File: config.mk
export PLATFORM = sky130hd
export DESIGN_NAME = vertex_sphere_projection
export DESIGN_NICKNAME = d
export VERILOG_FILES = /design/src/hw/rtl/vsp_pkg.sv /design/src/hw/rtl/vertex_sphere_projection.sv
export SDC_FILE = /design/constraint.sdc
export NUM_CORES = 2
export LEC_CHECK = 0
export BUFFER_PORTS_ARGS = -buffer_cell sky130_fd_sc_hd__buf_2
export CORE_MARGIN = 3
export CORE_UTILIZATION = 25
export CTS_BUF_LIST = sky130_fd_sc_hd__clkbuf_2 sky130_fd_sc_hd__clkbuf_4 sky130_fd_sc_hd__clkbuf_8
export DETAILED_ROUTE_END_ITERATION = 7
export PLACE_DENSITY = 0.48
export SETUP_SLACK_MARGIN = 0.15
export SLEW_MARGIN = 20
export SYNTH_ARGS = -nofsm -noshare
export SYNTH_HDL_FRONTEND = slang
export SYNTH_SLANG_ARGS = --single-unit
File: constraint.sdc
create_clock -name i_clk -period 14.1 [get_ports i_clk]
set_input_delay 0.705 -clock i_clk [delete_from_list [all_inputs] [get_ports i_clk]]
set_output_delay 0.705 -clock i_clk [all_outputs]
set_load 0.02 [all_outputs]
File: src/hw/rtl/vsp_pkg.sv
// Shared types and constants for the vertex sphere projection block.
package vsp_pkg;

    localparam int COORD_BITS_DEF = 24;
    localparam int RADIUS_BITS    = 24;
    localparam int PROJ_BITS      = 25;
    localparam int OUT_DATA_BITS  = ((3 * PROJ_BITS + 7) / 8) * 8;
    localparam logic [RADIUS_BITS-1:0] RADIUS_RESET = RADIUS_BITS'(65536);

    typedef enum logic [2:0] {
        S_IDLE,
        S_SQ_MUL,
        S_SQ_ACC,
        S_ROOT,
        S_SC_MUL,
        S_DIV_INIT,
        S_DIV,
        S_DONE
    } t_state;

endpackage

File: src/hw/rtl/vertex_sphere_projection.sv
// Vertex sphere projection: scales a signed Q8.16 vertex onto a sphere of set radius.
// One vertex word goes through squaring of each axis on the shared multiplier,
// COORD_BITS root steps, then for each axis one multiply by the radius and 24
// restoring divide steps, all through one multiplier and one compare-subtract
// unit. A zero vector skips root and divides. The input side is ready only between
// vertices; a finished result sits in the output register so the next vertex can
// be taken while it waits. Results are truncated toward zero, with magnitude never
// above the radius.
module vertex_sphere_projection #(
    parameter int COORD_BITS = vsp_pkg::COORD_BITS_DEF
) (
    input  logic                                   i_clk,
    input  logic                                   i_rst_n,
    // configuration: sphere_radius, unsigned Q8.16
    input  logic                                   i_cfg_we,
    input  logic [vsp_pkg::RADIUS_BITS-1:0]        i_cfg_wdata,
    // input stream
    input  logic                                   i_s_tvalid,
    output logic                                   o_s_tready,
    // tdata: coord_x, coord_y, coord_z (COORD_BITS each), zero padding
    input  logic [((3*COORD_BITS+7)/8)*8-1:0]      i_s_tdata,
    // output stream
    output logic                                   o_m_tvalid,
    input  logic                                   i_m_tready,
    // tdata: proj_x, proj_y, proj_z (25 bits each), zero padding
    output logic [vsp_pkg::OUT_DATA_BITS-1:0]      o_m_tdata,
    // tuser: zero_length
    output logic [0:0]                             o_m_tuser
);
    import vsp_pkg::*;

    localparam int N  = COORD_BITS;
    localparam int RB = RADIUS_BITS;
    localparam int MW = (N > RB) ? N : RB;
    localparam int PW = N + MW;
    localparam int SW = 2 * N;
    localparam int CW = $clog2(MW + 1);

    t_state r_state, n_state;

    logic [RB-1:0]  r_radius;
    logic [N-1:0]   r_mag [3];
    logic [2:0]     r_neg;
    logic [1:0]     r_idx;
    logic [CW-1:0]  r_cnt;
    logic [PW-1:0]  r_prod;
    logic [SW-1:0]  r_sum;
    logic [N+1:0]   r_rem;
    logic [N-1:0]   r_root;
    logic [RB-1:0]  r_dlow;
    logic [RB-1:0]  r_quo;
    logic [RB-1:0]  r_q [3];
    logic           r_zero;

    logic                     r_out_valid;
    logic [OUT_DATA_BITS-1:0] r_out_data;
    logic                     r_out_zero;

    // control
    logic in_accept;
    logic out_free;
    logic out_load;

    // shared multiplier
    logic [N-1:0]  mul_a;
    logic [MW-1:0] mul_b;
    logic [PW-1:0] mul_p;

    // shared compare-subtract
    logic [N+1:0] cs_a;
    logic [N+1:0] cs_b;
    logic [N+1:0] cs_diff;
    logic         cs_ge;

    logic [SW-1:0] acc_sum;
    logic          last_axis;
    logic [OUT_DATA_BITS-1:0] proj_data;

    assign out_free  = !r_out_valid || i_m_tready;
    assign in_accept = i_s_tvalid && o_s_tready;
    assign last_axis = (r_idx == 2'd2);

    // multiplier: squares first, then magnitude times radius
    always_comb begin
        mul_a = r_mag[r_idx];
        if (r_state == S_SC_MUL) begin
            mul_b = MW'(r_radius);
        end else begin
            mul_b = MW'(r_mag[r_idx]);
        end
        mul_p = PW'(mul_a) * PW'(mul_b);
    end

    assign acc_sum = r_sum + r_prod[SW-1:0];

    // compare-subtract: root trial in S_ROOT, divisor trial in S_DIV
    always_comb begin
        if (r_state == S_DIV) begin
            cs_a = {1'b0, r_rem[N-1:0], r_dlow[RB-1]};
            cs_b = {2'b00, r_root};
        end else begin
            cs_a = {r_rem[N-1:0], r_sum[SW-1 -: 2]};
            cs_b = {r_root, 2'b01};
        end
        cs_ge   = (cs_a >= cs_b);
        cs_diff = cs_a - cs_b;
    end

    // next state
    always_comb begin
        n_state = r_state;
        unique case (r_state)
            S_IDLE: begin
                if (i_s_tvalid) n_state = S_SQ_MUL;
            end
            S_SQ_MUL: n_state = S_SQ_ACC;
            S_SQ_ACC: begin
                if (!last_axis) begin
                    n_state = S_SQ_MUL;
                end else if (acc_sum == '0) begin
                    n_state = S_DONE;
                end else begin
                    n_state = S_ROOT;
                end
            end
            S_ROOT: begin
                if (r_cnt == CW'(N - 1)) n_state = S_SC_MUL;
            end
            S_SC_MUL:   n_state = S_DIV_INIT;
            S_DIV_INIT: n_state = S_DIV;
            S_DIV: begin
                if (r_cnt == CW'(RB - 1)) begin
                    n_state = last_axis ? S_DONE : S_SC_MUL;
                end
            end
            S_DONE: begin
                if (out_free) n_state = S_IDLE;
            end
            default: n_state = S_IDLE;
        endcase
    end

    // outputs of the sequencer
    always_comb begin
        o_s_tready = 1'b0;
        out_load   = 1'b0;
        unique case (r_state)
            S_IDLE:  o_s_tready = 1'b1;
            S_DONE:  out_load   = out_free;
            default: begin
                o_s_tready = 1'b0;
                out_load   = 1'b0;
            end
        endcase
    end

    // clamp to radius, zero a zero-length vector and restore sign for each axis
    always_comb begin
        logic [RB-1:0]        q;
        logic [PROJ_BITS-1:0] mag;
        proj_data = '0;
        for (int i = 0; i < 3; i++) begin
            q   = (r_q[i] > r_radius) ? r_radius : r_q[i];
            mag = r_zero ? '0 : {1'b0, q};
            proj_data[i*PROJ_BITS +: PROJ_BITS] = r_neg[i] ? (~mag + 1'b1) : mag;
        end
    end

    always_ff @(posedge i_clk) begin
        if (!i_rst_n) begin
            r_state  <= S_IDLE;
            r_radius <= RADIUS_RESET;
        end else begin
            r_state <= n_state;
            if (i_cfg_we) r_radius <= i_cfg_wdata;
        end
    end

    // datapath
    always_ff @(posedge i_clk) begin
        logic [N-1:0] f;
        if (!i_rst_n) begin
            r_idx <= '0;
            r_cnt <= '0;
        end else begin
            unique case (r_state)
                S_IDLE: begin
                    if (in_accept) begin
                        for (int i = 0; i < 3; i++) begin
                            f = i_s_tdata[i*N +: N];
                            r_neg[i] <= f[N-1];
                            r_mag[i] <= f[N-1] ? (~f + 1'b1) : f;
                        end
                        r_sum <= '0;
                        r_idx <= '0;
                    end
                end
                S_SQ_MUL: r_prod <= mul_p;
                S_SQ_ACC: begin
                    r_sum  <= acc_sum;
                    r_zero <= (acc_sum == '0);
                    r_rem  <= '0;
                    r_root <= '0;
                    r_cnt  <= '0;
                    r_idx  <= last_axis ? 2'd0 : r_idx + 2'd1;
                end
                S_ROOT: begin
                    r_rem  <= cs_ge ? cs_diff : cs_a;
                    r_root <= {r_root[N-2:0], cs_ge};
                    r_sum  <= {r_sum[SW-3:0], 2'b00};
                    r_cnt  <= r_cnt + 1'b1;
                end
                S_SC_MUL: r_prod <= mul_p;
                S_DIV_INIT: begin
                    // upper part is below the length since magnitude <= length
                    r_rem  <= (N+2)'(r_prod[N+RB-1:RB]);
                    r_dlow <= r_prod[RB-1:0];
                    r_cnt  <= '0;
                end
                S_DIV: begin
                    r_rem  <= cs_ge ? cs_diff : cs_a;
                    r_dlow <= {r_dlow[RB-2:0], 1'b0};
                    r_quo  <= {r_quo[RB-2:0], cs_ge};
                    r_cnt  <= r_cnt + 1'b1;
                    if (r_cnt == CW'(RB - 1)) begin
                        r_q[r_idx] <= {r_quo[RB-2:0], cs_ge};
                        r_idx      <= r_idx + 2'd1;
                    end
                end
                S_DONE: ;
                default: ;
            endcase
        end
    end

    // output register
    always_ff @(posedge i_clk) begin
        if (!i_rst_n) begin
            r_out_valid <= 1'b0;
        end else if (out_load) begin
            r_out_valid <= 1'b1;
        end else if (i_m_tready) begin
            r_out_valid <= 1'b0;
        end
    end

    always_ff @(posedge i_clk) begin
        if (out_load) begin
            r_out_data <= proj_data;
            r_out_zero <= r_zero;
        end
    end

    assign o_m_tvalid   = r_out_valid;
    assign o_m_tdata    = r_out_data;
    assign o_m_tuser[0] = r_out_zero;

`ifndef NO_ASSERTIONS
    a_zero_flag_data: assert property (@(posedge i_clk) disable iff (!i_rst_n)
        (o_m_tvalid && o_m_tuser[0]) |-> (o_m_tdata == '0))
        else $error("zero_length word carries nonzero data");

    a_accept_starts: assert property (@(posedge i_clk) disable iff (!i_rst_n)
        in_accept |=> (r_state == S_SQ_MUL))
        else $error("accepted vertex did not start squaring");

    a_quo_bound: assert property (@(posedge i_clk) disable iff (!i_rst_n)
        (r_state == S_DONE && !r_zero) |->
            (r_q[0] <= r_radius && r_q[1] <= r_radius && r_q[2] <= r_radius))
        else $error("quotient above radius");
`endif

endmodule

# Yosys cells after proc, flatten, opt, wreduce, memory -nomap -nowiden
# Memories as Yosys holds them, arrays and structs flattened. A register that Yosys moved wholly into a read port is not among the register bits.
# Cells that the tools add are included.
# totals
ff_bits	306
ram_bits	144
in_bits	101
out_inout_bits	83
n_memories	2
# op_classes
addsub	10
multipliers	1
magnitude_cmp	4
n_eq_ne	14
mux	48
bitwise_logic	6
n_reduce_logical	25
# mem_list
name	words	word_bits	rd	rd_ports_with_merged_regs	write_ports	line_no	rtl
r_mag	3	24	1	1	3	vertex_sphere_projection.sv:42	logic [N-1:0] r_mag [3];
r_q	3	24	3	0	1	vertex_sphere_projection.sv:52	logic [RB-1:0] r_q [3];
# ops
operator	n
2-to-1 mux 24 bit	11
one-hot mux 48 bit (3 select lines)	1
one-hot mux 24 bit (2 select lines)	2
adder 25 x 1 -> 25 bit (second input constant)	3
2-to-1 mux 25 bit	3
NOT 24 -> 25 bit	3
adder 24 x 1 -> 24 bit (second input constant)	3
greater-than comparator 24 bit	3
NOT 24 bit	3
one-hot mux 24 bit (3 select lines)	1
2-to-1 mux 26 bit	2
adder 48 bit	1
zero test 48 bit	1
multiplier 24 x 24 -> 48 bit	1
2-to-1 mux 48 bit	1
>= comparator 26 bit	1
one-hot mux 3 bit (8 select lines)	1
subtractor 24 bit	1
2-to-1 mux 3 bit	6
equality test 3 bit (second input constant)	4
2-to-1 mux 1 bit	12
2-to-1 mux 2 bit	6
AND reduction 2 bit	6
one-hot mux 5 bit (2 select lines)	1
other kinds (18)	31

# Longest topological paths before layout
# depth
ltp_word	7
depth_mapped	36
depth_no_buf	31

# Worst setup path after synthesis
# OpenSTA, ideal clock, no wires.
# synth_path
path_type	flip-flop to flip-flop
start	register (tool-made name)
end	register r_prod[46], data pin
arrival_time_ns	8.579
required_time_ns	13.824
slack_ns	5.246
path_stages_with_launch	32
path_cell_list	dfxtp_1 clkbuf_1 buf_1 mux2i_1 o21ai_1 a21boi_1 clkbuf_1 nor2_1 fa_1 fa_1 inv_1 fa_1 fa_1 inv_1 fa_1 fa_1 inv_1 fa_1 inv_1 ha_1 clkbuf_1 nand2_1 nor3_1 nand3_1 a31oi_1 o32ai_1 o21ai_0 a21oi_1 o2111ai_1 a221oi_1 o311ai_0 xor2_1
# synth_lines
item	line_no	rtl
to (signal assigned)	vertex_sphere_projection.sv:198	S_SQ_MUL: r_prod <= mul_p;
to (signal assigned)	vertex_sphere_projection.sv:213	S_SC_MUL: r_prod <= mul_p;
to (decl)	vertex_sphere_projection.sv:46	logic [PW-1:0] r_prod;

# Worst setup path in the final report
# layout_path
start	register r_state[1]
end	register r_prod[46], data pin
# layout_between
elab_chain_len	3
# layout_lines
item	line_no	rtl
from (decl)	vertex_sphere_projection.sv:39	t_state r_state, n_state;
from (signal assigned)	vertex_sphere_projection.sv:174	r_state <= n_state;
equality test 3 bit	vertex_sphere_projection.sv:86	if (r_state == S_SC_MUL) begin
2-to-1 mux 24 bit	vertex_sphere_projection.sv:86	
multiplier 24 x 24 -> 48 bit	vertex_sphere_projection.sv:91	mul_p = PW'(mul_a) * PW'(mul_b);
named net mul_p[46]	vertex_sphere_projection.sv:67	logic [PW-1:0] mul_p;
# The timed path passes the listed nets, and every way through them passes these cells.
# A chain may end at the register's enable or synchronous reset.

==> flow_metrics.py <==
metrics = {
    "status": {
        "status": "completed",
    },
    "clock_tree": {
        "root_buffer": "clkbuf_8",
        "clkTransAtPathRegs_ps": 60,
        "cts_buffers": 82,
        "cts_hold_buf": 0,
        "postCtsSetupBuffers": 0,
        "cts.sinks": 452,
        "cts_tree": "done",
        "clk_path_buf_depth": 3,
        "clock_latency_ps": 780,
        "cts-resized-gates": 0,
        "cts_max_level": 3,
    },
    "sta": {
        "setup_viol": 0,
        "clock_skew_ps": 45.34,
        "relSlewSlack": 0.2250,
        "finalHoldViolations": 0,
        "rsz0062_at_grt": "no",
        "post-route-min-period_ps": 10280,
        "period_share": 0.7293,
        "finalSetupTns_ps": 0,
        "slew_viol_final": 0,
        "tightest_slew_ps": 1162,
        "max_freq_mhz": 97.25,
        "setup_slack_ps": 3817,
    },
    "global_routing": {
        "grt_busiest_layer": "met2",
        "grt_usage": 0.1601,
        "met3_usage": 0.02776,
        "grt_use_met2": 0.2541,
        "overflow": 0,
        "grt_antenna_before_repair": 5,
        "grt_pass1_vias": 36430,
        "grt_max_degree": 73,
        "met1_usage": 0.2238,
        "grt_pass1_wl_um": 229900,
    },
    "floorplan": {
        "die_area_um2": 188300,
        "die_y_um": 433.9,
        "die_x_um": 433.9,
        "core-area_um2": 181300,
        "rows": 156,
        "pin_count": 184,
        "initial_core_util": 0.2524,
    },
    "final_layout": {
        "final_area_um2": 51460,
        "fin_util": 0.2838,
        "area_delta_synth_final_pct": 12.42,
        "fillCellCount": 19070,
        "drive_gt1_frac": 0.09939,
        "final_cell_mix": "nand2_1 (670), inv_1 (624), nor2_1 (503)",
        "fin_nets": 5967,
        "mostFrequentLayoutCell": "nand2_1",
    },
    "setup_path": {
        "setup.worst_path.start_class": "register",
        "cp_data_arrival_time_ps": 10780,
        "cp_num_buf_inv": 5,
        "setup.worst_path.end_class": "register",
        "slowest_stage": "dfxtp_1",
        "crit_type": "reg -> reg",
        "crit_top_cell": "fa_1",
        "worstPathMaxFanout": 58,
        "max_stage_delay_ps": 930,
        "required_ps": 14590,
        "critical-path-top-delay-family": "adder cells",
    },
    "placed_design": {
        "placed_cell_area_um2": 49790,
        "dp_slack_ps": 3860,
        "gp_congestion": 0.8875,
        "portBuffers": 178,
        "dp_hpwl_um": 117900,
    },
    "yosys": {
        "synth_seq_cells": 452,
        "syn_avg_cell_area_um2": 9.350,
        "async_reset_ff_frac": 0,
        "syn_area_um2": 45780,
        "synth_seq_area_share": 0.2884,
        "yosys.area.top_type": "edfxtp_1",
        "syn_inst": 4896,
        "synth-edff-count": 415,
        "yosys-top-cells-area": "edfxtp_1 (27%), fa_1 (21%), ha_1 (9.0%), nand2_1 (5.5%), inv_1 (5.1%)",
        "synth_warnings": 0,
        "netlist.area_leader.share": 0.2722,
        "synthDistinctLibCells": 87,
        "synth_flop_cell": "edfxtp_1",
    },
    "drt": {
        "antenna_left": 0,
        "drtIter0Drc": 2646,
        "wirelength_um": 151000,
        "drc_errors": 0,
        "via_per_inst": 4.755,
        "num_vias": 35640,
        "wl_per_cell_um": 20.15,
        "drtPass1Iterations": 6,
    },
    "hold_path": {
        "hold_path.class": "in -> reg",
    },
    "flow_run": {
        "drv_cap": 0,
    },
}
final timing paths:
kind                           start               endpoint  cells after the start  slack (ps)
max          r_state[1]$_SDFFE_PN0P_   r_prod[46]$_DFFE_PP_                     29        3820
min reg2reg      r_quo[22]$_DFFE_PP_   r_q[0][23]$_DFFE_PP_                      0         480
max reg2reg  r_state[1]$_SDFFE_PN0P_   r_prod[46]$_DFFE_PP_                     29        3820
min                    i_s_tdata[48]  r_mag[2][0]$_DFFE_PP_                      1         160
cells by family (layout without fill, tap and decap cells):
group / count (synthesis) / in the layout / share of synthesized area
fa+ha+maj: 814 / 814 / 0.3019
other cells: 1 / 9 / 0.00008192
buf+inv: 856 / 1077 / 0.07096
compound gates: 853 / 853 / 0.1184
flops: 452 / 452 / 0.2884
mux: 135 / 135 / 0.02982
simple gates: 1556 / 1556 / 0.1466
xor+xnor: 229 / 229 / 0.04381
worst register-to-register path: cells and delay by family (launching register included):
family                     cells  cell delay, ps
AOI/OAI and AO/OA              9            3430
adders and majority gates      8            3870
and+or+nand+nor                6            1130
DFF                            1             930
xor gates and xnor gates       1             180
buffers and inverters          5             500
sequential cells by signal (all words and copies together), names as in the netlist, named ones only:
register and cells:
o_m_tdata 75, r_mag 72, r_q 72, r_prod 48, r_sum 48, r_dlow 24
r_radius 24, r_rem 24, r_root 24, r_quo 23, r_cnt 5, r_neg 3
r_state 3, r_idx 2, o_m_tuser 1, o_m_tvalid 1, r_zero 1
synth_stat cells, types with 52 or more instances:
master    count
a21oi_1     216
o21ai_0     239
nand3_1      55
inv_1       624
clkbuf_1    202
ha_1        330
mux2i_1     124
nor2_1      511
and2_1       52
fa_1        484
nor3_1       56
a21o_1       68
nand2_1     671
edfxtp_1    415
xnor2_1     185
per-stage QoR:
stage                     hold WS [ps]  cells
after floorplan                  440.1   4900
after global placement           462.1   7337
after detailed placement         467.1   7337
after CTS                        66.34   7490
after global routing             116.2   7494
final                            163.8   7495
per-layer routing:
metal / part of all wire / up-vias
li1: - / 16660
met4: 0.024 / 0
met2: 0.45 / 1025
met1: 0.46 / 17770
met5: 0 / -
met3: 0.059 / 177
layout make-up:
cell class	instances	area, um2	area share
Antenna cell	4	10.01	0.0001945
Clock buffer	107	1360	0.02643
Clock inverter	46	284.0	0.005519
Inverter	625	2346	0.04559
Multi-Input combinational cell	3592	29490	0.5730
Sequential cell	452	13200	0.2566
Tap cell	2370	2965	0.05762
Timing Repair Buffer	299	1807	0.03511
Power is left out: the tool's default activity adds up to more than one toggle a clock period on the data nets, which glitch-free logic cannot reach.
